==> config.mk <==
export PLATFORM = sky130hd
export DESIGN_NAME = qrs_div_cell
export DESIGN_NICKNAME = d
export VERILOG_FILES = /design/src/rtl/qrs_pkg.sv /design/src/rtl/qrs_div_cell.sv
export SDC_FILE = /design/constraint.sdc
export NUM_CORES = 1
export LEC_CHECK = 0
export BUFFER_PORTS_ARGS = -buffer_cell sky130_fd_sc_hd__buf_2
export CAP_MARGIN = 15
export CORE_UTILIZATION = 38
export CTS_CLUSTER_SIZE = 28
export DETAILED_ROUTE_END_ITERATION = 10
export GPL_TIMING_DRIVEN = 0
export HOLD_SLACK_MARGIN = 0.05
export PLACE_DENSITY = 0.87
export RECOVER_POWER = 50
export SLEW_MARGIN = 20
export SYNTH_ARGS = -nofsm -noshare
export SYNTH_HDL_FRONTEND = slang
export SYNTH_SLANG_ARGS = --single-unit
export TNS_END_PERCENT = 100
==> constraint.sdc <==
create_clock -name clock -period 2.05 [get_ports clock]
set_input_delay 0.41 -clock clock [delete_from_list [all_inputs] [get_ports clock]]
set_output_delay 0.41 -clock clock [all_outputs]
set_load 0.02 [all_outputs]
==> src/rtl/qrs_pkg.sv <==
package qrs_pkg;

   localparam int QRS_FRAC_BITS  = 16;
   localparam int QRS_COEF_BOUND = 100;
   localparam int COEF_W         = 8;
   localparam int DISC_W         = 18;
   localparam int DISC_PAIRS     = DISC_W / 2;
   localparam int DVS_W          = 10;
   localparam int ROOT_W         = 25;

   typedef enum logic [2:0] {
      ST_TWO    = 3'd0,
      ST_DOUBLE = 3'd1,
      ST_NONE   = 3'd2,
      ST_RANGE  = 3'd3,
      ST_AZERO  = 3'd4
   } status_type;

   typedef struct packed {
      logic                      valid;
      status_type                status;
      logic signed [COEF_W-1:0]  a;
      logic signed [COEF_W-1:0]  b;
   } sqrt_ctl_type;

   typedef struct packed {
      logic              valid;
      status_type        status;
      logic              neg_lo;
      logic              neg_hi;
      logic [DVS_W-1:0]  dvs;
   } div_ctl_type;

endpackage

==> src/rtl/qrs_div_cell.sv <==
module qrs_div_cell #(
   parameter int QW = 28
) (
   input  logic                       clock,
   input  logic                       reset,
   input  qrs_pkg::div_ctl_type       up_ctl,
   input  logic [QW-1:0]              up_num_lo,
   input  logic [QW-1:0]              up_num_hi,
   input  logic [qrs_pkg::DVS_W-1:0]  up_rem_lo,
   input  logic [qrs_pkg::DVS_W-1:0]  up_rem_hi,
   output qrs_pkg::div_ctl_type       dn_ctl,
   output logic [QW-1:0]              dn_num_lo,
   output logic [QW-1:0]              dn_num_hi,
   output logic [qrs_pkg::DVS_W-1:0]  dn_rem_lo,
   output logic [qrs_pkg::DVS_W-1:0]  dn_rem_hi
);
   import qrs_pkg::*;

   div_ctl_type       ctl_ff;
   logic [QW-1:0]     num_lo_ff, num_lo_in, num_hi_ff, num_hi_in;
   logic [DVS_W-1:0]  rem_lo_ff, rem_lo_in, rem_hi_ff, rem_hi_in;
   logic [DVS_W:0]    rs_lo, rs_hi;
   logic              ge_lo, ge_hi;

   always_comb begin
      rs_lo     = {up_rem_lo, up_num_lo[QW-1]};
      rs_hi     = {up_rem_hi, up_num_hi[QW-1]};
      ge_lo     = rs_lo >= {1'b0, up_ctl.dvs};
      ge_hi     = rs_hi >= {1'b0, up_ctl.dvs};
      rem_lo_in = ge_lo ? DVS_W'(rs_lo - {1'b0, up_ctl.dvs}) : DVS_W'(rs_lo);
      rem_hi_in = ge_hi ? DVS_W'(rs_hi - {1'b0, up_ctl.dvs}) : DVS_W'(rs_hi);
      num_lo_in = {up_num_lo[QW-2:0], ge_lo};
      num_hi_in = {up_num_hi[QW-2:0], ge_hi};
   end

   always_ff @(posedge clock) begin
      if (reset) begin
         ctl_ff <= '0;
      end else begin
         ctl_ff <= up_ctl;
      end
   end

   always_ff @(posedge clock) begin
      num_lo_ff <= num_lo_in;
      num_hi_ff <= num_hi_in;
      rem_lo_ff <= rem_lo_in;
      rem_hi_ff <= rem_hi_in;
   end

   assign dn_ctl    = ctl_ff;
   assign dn_num_lo = num_lo_ff;
   assign dn_num_hi = num_hi_ff;
   assign dn_rem_lo = rem_lo_ff;
   assign dn_rem_hi = rem_hi_ff;

endmodule

==> results summary <==
The run finished with clean final reports. Setup repair after global routing left no endpoint under its margin. The number of vias per cell is between 4 and 5. The DRC violation total after the first TritonRoute iteration came out at 45. The count of boundary I/O pins came out at about 190.

The worst hold-check path type is input pin to register. Among all stages on the critical path, the largest delay is contributed by a2111oi_2. The area growth from synthesis to layout is 46.4%. Each instance of the synthesized netlist takes up on average around 12 um2. The number of nets in the final layout is around 560. The worst path setup slack after routing came out at about 0.066 ns. CTS placed an instance of clkbuf_8 at the clock tree root. The arrival time at the worst endpoint came out at ~2.2 ns.

The final number of max-transition violations was 0. The placer's final routability congestion estimate is roughly 0.85. The minimum period implied by the final worst setup slack is just under 2 ns. The total number of clock tree sinks came out at between 90 and 100. The maximum root-to-sink buffer count is 2.

The async set-or-reset flop fraction in the synthesized netlist is 0%. The remaining routing DRC violations is 0. The top flip-flop cell by instance count after synthesis is dfxtp_1. The netlist uses 34 different library cells. The routed via count is 2535.

The worst IR drop on VDD is around 340 uV. The total wire length is about 8500 um. The worst setup path is captured at a register. The number of levels the H-tree was split into came out at 3. The power density of the placed cells came out at around 930 mW/mm2.

After detailed routing, the average wire length per cell comes to about 15 um. The total power of the final layout is about 4200 uW. The final setup violation count is 0. The y dimension of the die is 92.2 um. By area the synthesized netlist is led by dfxtp_1, ha_1, mux2_4. The initial antenna violation count is 0. The largest total area in the synthesized netlist belongs to dfxtp_1. The final number of hold-violating endpoints was 0. In the finished design, the share of the clock period the worst path needs comes to between 90% and 100%. On the critical path the largest part of the delay comes from compound AO/OA/AOI/OAI gates.

For this design, the CTS-stage hold fixing added 0 buffers. The clock transition time at the flip-flop clock pins of the worst setup and hold paths came out at about 0.10 ns. The endpoint required time on the critical path is between 2 and 2.5 ns.

The maximum achievable frequency came out at approximately 500 MHz. The worst slack at placement is -0.391 ns. The portion of the post-synthesis area used by sequential elements came out at roughly three fifths.

The synthesized area came out at around 0.003 mm2. The floorplan step set the die width to roughly 92 um. The first global-routing pass estimated about 13000 um of wire. By count the netlist is led by dfxtp_1, ha_1, inv_1. The largest net degree at the start of global routing is 19. The worst setup path is launched from an input pin. The count of buffers added on input and output ports is between 150 and 200. The number of synthesized flops with an enable pin is 0. The number of synthesized register bits is 92.

The final antenna-violating net count came out at 0. On the worst path, the slowest cell contributes a delay of between 0.3 and 0.4 ns. The number of detailed-route iterations in the first pass is 4. The die covers between 0.008 and 0.009 mm2.

At the pin with the least slew margin, the transition time is 0.604 ns. The share of layout cells above drive strength 1 came out at about half. The top fanout value on the critical path is 9. dfxtp_1 is the most common cell in the netlist.

The placed wire-length estimate is roughly 7000 um. The core footprint came out at about 0.0078 mm2. Traced cell by cell, the critical path runs through buf_2, inv_1, ha_1, nand3_1, nor4_2, a2111oi_2, o21a_2, inv_4, mux2_4. The initial core utilization came out at 39.6%. The total overflow left after global routing is 0. The kind of critical path is input pin to register. The leakage power summed over all cells came out at 0.00218 uW.

The number of synthesis warnings came out at 0. The top cell type by area accounts for between 50% and 60% of the synthesized area. The cell count after synthesis came out at between 200 and 250. The headroom to the max-slew limit is 59.7%.

The clock buffer count from CTS came out at 9. The number of rows in the core area came out at 32. The synthesized net count came out at approximately 360. The cell total after placement is 535. The via count of the first global-routing pass came to 2635. The antenna cell count is 0. The count of buffer and inverter cells on the critical path came out at 3. The TritonCTS clock tree is built. The overall routing resource usage is 20.2%. Max-cap violations in this run came to 0.

The count of cells in the finished layout, fillers not included, comes to between 500 and 600.
[report_power, final]
| group | switching [uW] | internal (uW) |
|---|---|---|
| registers | 38.3 | 1940 |
| logic | 529 | 419 |
| clock network | 689 | 596 |
[layout by cell type (no fill, tap or decap), types with 4 or more instances in the layout]
cell        Yosys  final
clkbuf_1        1     24
nand2_1         8      7
a21o_1          5      5
ha_4            0      8
mux2_4         14     14
nor2b_1         9      9
clkinvlp_4      0      4
xor2_1          4      4
inv_1          15      9
a21oi_1        12     11
buf_2           0    162
nor2_1         14     14
xnor2_1        10     10
dfxtp_1        92     92
nand3_1         4      4
ha_1           20     11
clkbuf_8        0      9
o21ai_0         4      4
[cell type report]
type	count	area, um2
Multi-Input combinational cell	138	1340
Clock inverter	7	92.6
Sequential cell	92	1840
Tap cell	102	128
Buffer	1	3.75
Inverter	17	83.8
Fill cell	687	3280
Clock buffer	9	124
Timing Repair Buffer	187	912
[kinds of logic (layout without fill, tap and decap cells)]
kind of cell	count (synthesis)	count (layout)	share of synthesized area (%)
fa+ha+maj	22	22	9.39
simple gates	43	43	6.84
compound gates	41	41	9.68
buf+inv	18	221	2.35
mux	18	18	8.18
flops	92	92	59.6
xor+xnor	14	14	3.97
[what timing repair did]
item                       in CTS  in global routing
gates cloned                    0                  0
buffers inserted                0                  2
pin swaps                       0                  2
setup endpoints to repair       4                 15
gates resized for setup         1                  6
[flip-flops by register name, summed over array words and instances, names as in the netlist]
register,count
dn_ctl,16
dn_num_hi,28
dn_rem_hi,10
dn_rem_lo,10
dn_num_lo,28
[through the flow]
step / area [um2] / setup TNS (ns) / hold slack, ns / util, %
2_1_floorplan: 3230 / -0.0255 / 0.438 / -
3_3_place_gp: 4280 / -5.31 / 0.512 / 54.9
3_5_place_dp: 4280 / -6.14 / 0.514 / 54.9
4_1_cts: 4500 / 0 / 0.128 / 57.7
5_1_grt: 4520 / 0 / 0.118 / 57.9
6_report: 4520 / 0 / 0.151 / 57.9
[worst paths after layout]
| kind | to | cells past startpoint | slack (ns) | startpoint |
|---|---|---|---|---|
| setup / recovery | dn_rem_hi[5] | 9 | 0.07 | up_ctl[1] |
| hold / removal | dn_num_hi[8] | 1 | 0.15 | up_num_hi[7] |
[metal layers]
metal  wire length (um)  GRT usage, %
met2               4580          38.7
met4                176          9.38
met5                  0             0
met1               3140          20.0
met3                557          5.56
Note: power is estimated with default switching activity, not from simulation.
