[src/rtl/qrs_pkg.sv]
package qrs_pkg;

   localparam int QRS_FRAC_BITS  = 16;
   localparam int QRS_COEF_BOUND = 100;
   localparam int COEF_W         = 8;
   localparam int DISC_W         = 18;
   localparam int DISC_PAIRS     = DISC_W / 2;
   localparam int DVS_W          = 10;
   localparam int ROOT_W         = 25;

   typedef enum logic [2:0] {
      ST_TWO    = 3'd0,
      ST_DOUBLE = 3'd1,
      ST_NONE   = 3'd2,
      ST_RANGE  = 3'd3,
      ST_AZERO  = 3'd4
   } status_type;

   typedef struct packed {
      logic                      valid;
      status_type                status;
      logic signed [COEF_W-1:0]  a;
      logic signed [COEF_W-1:0]  b;
   } sqrt_ctl_type;

   typedef struct packed {
      logic              valid;
      status_type        status;
      logic              neg_lo;
      logic              neg_hi;
      logic [DVS_W-1:0]  dvs;
   } div_ctl_type;

endpackage

[src/rtl/qrs_sqrt_cell.sv]
module qrs_sqrt_cell #(
   parameter int SW = 25
) (
   input  logic                          clock,
   input  logic                          reset,
   input  qrs_pkg::sqrt_ctl_type         up_ctl,
   input  logic [SW+1:0]                 up_rem,
   input  logic [SW-1:0]                 up_root,
   input  logic [qrs_pkg::DISC_W-1:0]    up_disc,
   output qrs_pkg::sqrt_ctl_type         dn_ctl,
   output logic [SW+1:0]                 dn_rem,
   output logic [SW-1:0]                 dn_root,
   output logic [qrs_pkg::DISC_W-1:0]    dn_disc
);
   import qrs_pkg::*;

   sqrt_ctl_type       ctl_ff;
   logic [SW+1:0]      rem_ff, rem_in;
   logic [SW-1:0]      root_ff, root_in;
   logic [DISC_W-1:0]  disc_ff, disc_in;
   logic [SW+3:0]      rem_sh;
   logic [SW+3:0]      trial;

   always_comb begin
      rem_sh  = {up_rem, up_disc[DISC_W-1 -: 2]};
      trial   = {2'b00, up_root, 2'b01};
      disc_in = {up_disc[DISC_W-3:0], 2'b00};
      if (rem_sh >= trial) begin
         rem_in  = (SW+2)'(rem_sh - trial);
         root_in = {up_root[SW-2:0], 1'b1};
      end else begin
         rem_in  = (SW+2)'(rem_sh);
         root_in = {up_root[SW-2:0], 1'b0};
      end
   end

   always_ff @(posedge clock) begin
      if (reset) begin
         ctl_ff <= '0;
      end else begin
         ctl_ff <= up_ctl;
      end
   end

   always_ff @(posedge clock) begin
      rem_ff  <= rem_in;
      root_ff <= root_in;
      disc_ff <= disc_in;
   end

   assign dn_ctl  = ctl_ff;
   assign dn_rem  = rem_ff;
   assign dn_root = root_ff;
   assign dn_disc = disc_ff;

endmodule

[config.mk]
export PLATFORM = sky130hd
export DESIGN_NAME = qrs_sqrt_cell
export DESIGN_NICKNAME = d
export VERILOG_FILES = /design/src/rtl/qrs_pkg.sv /design/src/rtl/qrs_sqrt_cell.sv
export SDC_FILE = /design/constraint.sdc
export NUM_CORES = 1
export LEC_CHECK = 0
export BUFFER_PORTS_ARGS = -buffer_cell sky130_fd_sc_hd__buf_2
export CAP_MARGIN = 20
export CELL_PAD_IN_SITES_DETAIL_PLACEMENT = 0
export CELL_PAD_IN_SITES_GLOBAL_PLACEMENT = 2
export CORE_MARGIN = 8
export CORE_UTILIZATION = 27
export DETAILED_ROUTE_END_ITERATION = 10
export PLACE_DENSITY = 0.84
export SETUP_SLACK_MARGIN = 0.4
export SYNTH_ARGS = -nofsm -noshare
export SYNTH_HDL_FRONTEND = slang
export SYNTH_SLANG_ARGS = --single-unit
[constraint.sdc]
create_clock -name clock -period 3.5 [get_ports clock]
set_input_delay 0.7 -clock clock [delete_from_list [all_inputs] [get_ports clock]]
set_output_delay 0.7 -clock clock [all_outputs]
set_load 0.01 [all_outputs]
==> run summary <==
Port buffering added 179 buffers. The first global-routing pass estimated 17.2 mm of wire. Number of inserted diodes: 0. The data required time at the worst endpoint was 3730 ps; the final hold violation count was 0.

STA puts the critical path data arrival time at 3260 ps. In the synthesized netlist the dominant register cell turns out to be sky130_fd_sc_hd__dfxtp_1. From left edge to right edge, the die measures 136 µm. In the routed layout, each cell is associated on average with a via count of 4.37. Counting stages on the worst path, the most repeated cell is sky130_fd_sc_hd__buf_6. The run gives 43 as the cell row count. On the worst path, the slowest cell contributes a delay of 480 ps.

The tools report the kind of end point of the critical path as a register. Pin placement for this block handled 182 I/O pins. The synthesized netlist occupies a cell area of 3870 µm². The fraction of layout cells with a size suffix above 1 was 47.5%.

Entering global routing, the biggest net connects 28 pins. The routed layout has 3345 vias. The number of antenna violations at the first check in global routing is 0, and the summed negative setup slack over all endpoints is 0 ps.

The number of synthesized flops with an enable pin is 0. Cell with the biggest individual delay on the critical path: sky130_fd_sc_hd__a2111o_1. The total power per unit cell area came out at 535 nW/µm².

The routed length on met3 was 1.47 mm. The final layout contains routed wiring with a total length of 11.9 mm. In the detailed route, the total length drawn on met2 is 5.07 mm. The first detailed-routing pass took 4 iterations. For this design, the sink count on the clock tree is 88.

The number of max-capacitance violations reported came out at 0. The worst path uses 86.6% of the clock period. TritonCTS built the clock tree. The critical path goes through buf_6, inv_2, ha_4, and3_4, and2_4, a221oi_4, o31ai_4, a41oi_2, o31ai_1, a2111o_1, buf_6, buf_12, mux2_4. The static power due to leakage was 2.86 nW.

In the final routing, the length of wire on met1 measures 5.22 mm. Counting the buffers created by CTS gives 9. The final-report setup violation count is 0, and the remaining routing DRC violations is 0.

Prior to clock tree synthesis, the placed netlist has a worst setup slack of 129 ps. Counting along the longest clock path gives a buffer depth of 2. The final number of max-transition violations was 0. The starting utilization of the core area is 27.8%, and the die area is 18400 µm².

For the remaining antenna violation count after routing, the log shows 0. The area growth from synthesis to layout is 47.3%. In the final routed layout, each cell accounts on average for 15.5 µm. In this run the top signal layer used is met4. For this run, asynchronously set or reset flops after synthesis account for 0%. For this run, the number of Yosys warnings is 0. The start-to-end type of the worst setup path was in -> reg.

In this run the clock root is driven by a sky130_fd_sc_hd__clkbuf_16. The number of flip-flops and latches in the synthesized netlist is 88, and the sequential area share after synthesis is 45.5%. The min-delay analysis places its worst path in the category in -> reg. Along the worst path, the maximum fanout reaches 7. Buffers inserted to repair hold after CTS numbered 0. After legalization and detailed placement, the total HPWL measured 9.47 mm.

In the post-route analysis, the smallest setup slack over all paths is 470 ps. Synthesis instantiated 53 different standard cells from the library. The floorplan step defined a core boundary enclosing 13900 µm². For the number of instances in the synthesized netlist, the log shows 373. Global routing used 11.9% of the available tracks. Routability-driven placement finished with a final weighted congestion of 0.794.

The first routing iteration left 87 violations. From bottom edge to top edge, the die measures 136 µm. The peak supply drop was 0.000215 V. Timing would allow up to 330 MHz. The final global-route overflow total was 0; the number of global-route vias before repair was 3379. Setup repair after global routing left no endpoint under its margin. The worst setup path is launched from an input pin.

Clock-pin slew of the registers on the worst-case setup and hold paths: 70 ps. The run finished with clean final reports. The run gives 40.9% as the final design utilization. The clock tree synthesis step divided the H-tree into 3 levels. Dividing the synthesized area by the synthesized cell count gives 10.4 µm². At the end of the flow, the number of nets in the layout was 699. The time the worst path needs with I/O delays and setup is 3030 ps.
==> through the flow <==
stage	hold WS (ps)	instance area, µm²	power (mW)	std cells
6_report	450	5710	3.05	765
5_1_grt	431	5710	3.22	765
4_1_cts	436	5420	3.06	747
3_5_place_dp	805	5040	1.84	731
3_3_place_gp	804	5040	1.83	731
2_1_floorplan	728	3930	1.57	374
==> cell type report <==
| class | instances | area [µm²] |
|---|---|---|
| tap | 180 | 225 |
| clock buffer | 9 | 225 |
| sequential | 88 | 1760 |
| multi-input combinational | 231 | 1980 |
| clock inverter | 7 | 151 |
| fill | 1391 | 8230 |
| inverter | 40 | 150 |
| timing repair buffer | 210 | 1210 |
==> cells in the mapped netlist, drive strengths merged (2+ instances only) <==
cell	count	area, µm²
o21ai	10	50.1
o21a	3	22.5
nor2b	21	131
mux2	23	315
and3	2	17.5
and2	3	21.3
nand3	3	15.0
a21oi	26	138
a31oi	3	18.8
xor2	8	70.1
o221ai	3	26.3
a221oi	3	38.8
nand2	12	45.0
a21o	7	52.6
clkbuf	7	26.3
xnor2	17	149
nand4	9	56.3
dfxtp	88	1760
nor3	3	15.0
nand2b	4	25.0
nor2	13	48.8
a211oi	3	22.5
o31ai	3	27.5
o21bai	5	37.5
inv	40	150
buf	8	87.6
ha	27	338
mux2i	3	30.0
a211o	2	17.5
==> final timing paths <==
path | startpoint | end | cells after the start
worst max-delay path | up_root[12] | dn_rem[13] | 13
worst min-delay path | up_disc[0] | dn_disc[2] | 1
==> sequential cells by signal, indices dropped and copies added, names as in the netlist <==
register and cells:
dn_root 25, dn_disc 16, dn_rem 27, dn_ctl 20
==> placed cells by master, fill, tap and decap left out, drive strengths merged, types with 2 or more instances in the layout <==
master    n
a21o      7
nor3      3
mux2     23
o221ai    3
nor2b    21
and2      3
nor2     13
clkbuf   11
o21bai    5
ha       27
o21ai    10
o31ai     3
nand2    12
a21oi    26
xnor2    17
a221oi    3
and3      2
nand2b    4
mux2i     3
inv      42
nand3     3
bufinv    4
dfxtp    88
conb      2
a211o     2
a31oi     3
a211oi    3
buf     208
nand4     9
o21a      3
xor2      8
==> repair_timing <==
action                     CTS  global route
gates resized for setup      0            25
buffers inserted             0            16
setup endpoints to repair    0            22
==> power by group <==
group / leakage, nW / internal, mW / switching (mW)
clock: 0.184 / 0.781 / 0.417
sequential: 0.740 / 1.11 / 0.0240
combinational: 1.93 / 0.368 / 0.355
==> logic make-up (layout without fill, tap and decap cells) <==
kind of cell    after synthesis  in the layout  synth area share (%)
other cells                   1              2                0.0968
simple gates                 74             74                  10.5
flops                        88             88                  45.5
fa+ha+maj                    27             27                  8.72
xor+xnor                     25             25                  5.65
compound gates               77             77                  13.8
buf+inv                      55            266                  6.82
mux                          26             26                  8.92
==> routing by layer <==
layer	up-vias	global-route usage, %
met5	-	0
met4	0	3.89
met3	13	5.64
met2	159	18.4
met1	1486	14.1
li1	1687	-
==> critical path: cells and delay by family <==
family / cells / cell delay (ps)
fa+ha+maj: 1 / 210
simple gates: 2 / 350
mux: 1 / 290
buf+inv: 4 / 460
compound gates: 5 / 1240
(Power assumes the default switching activity.)
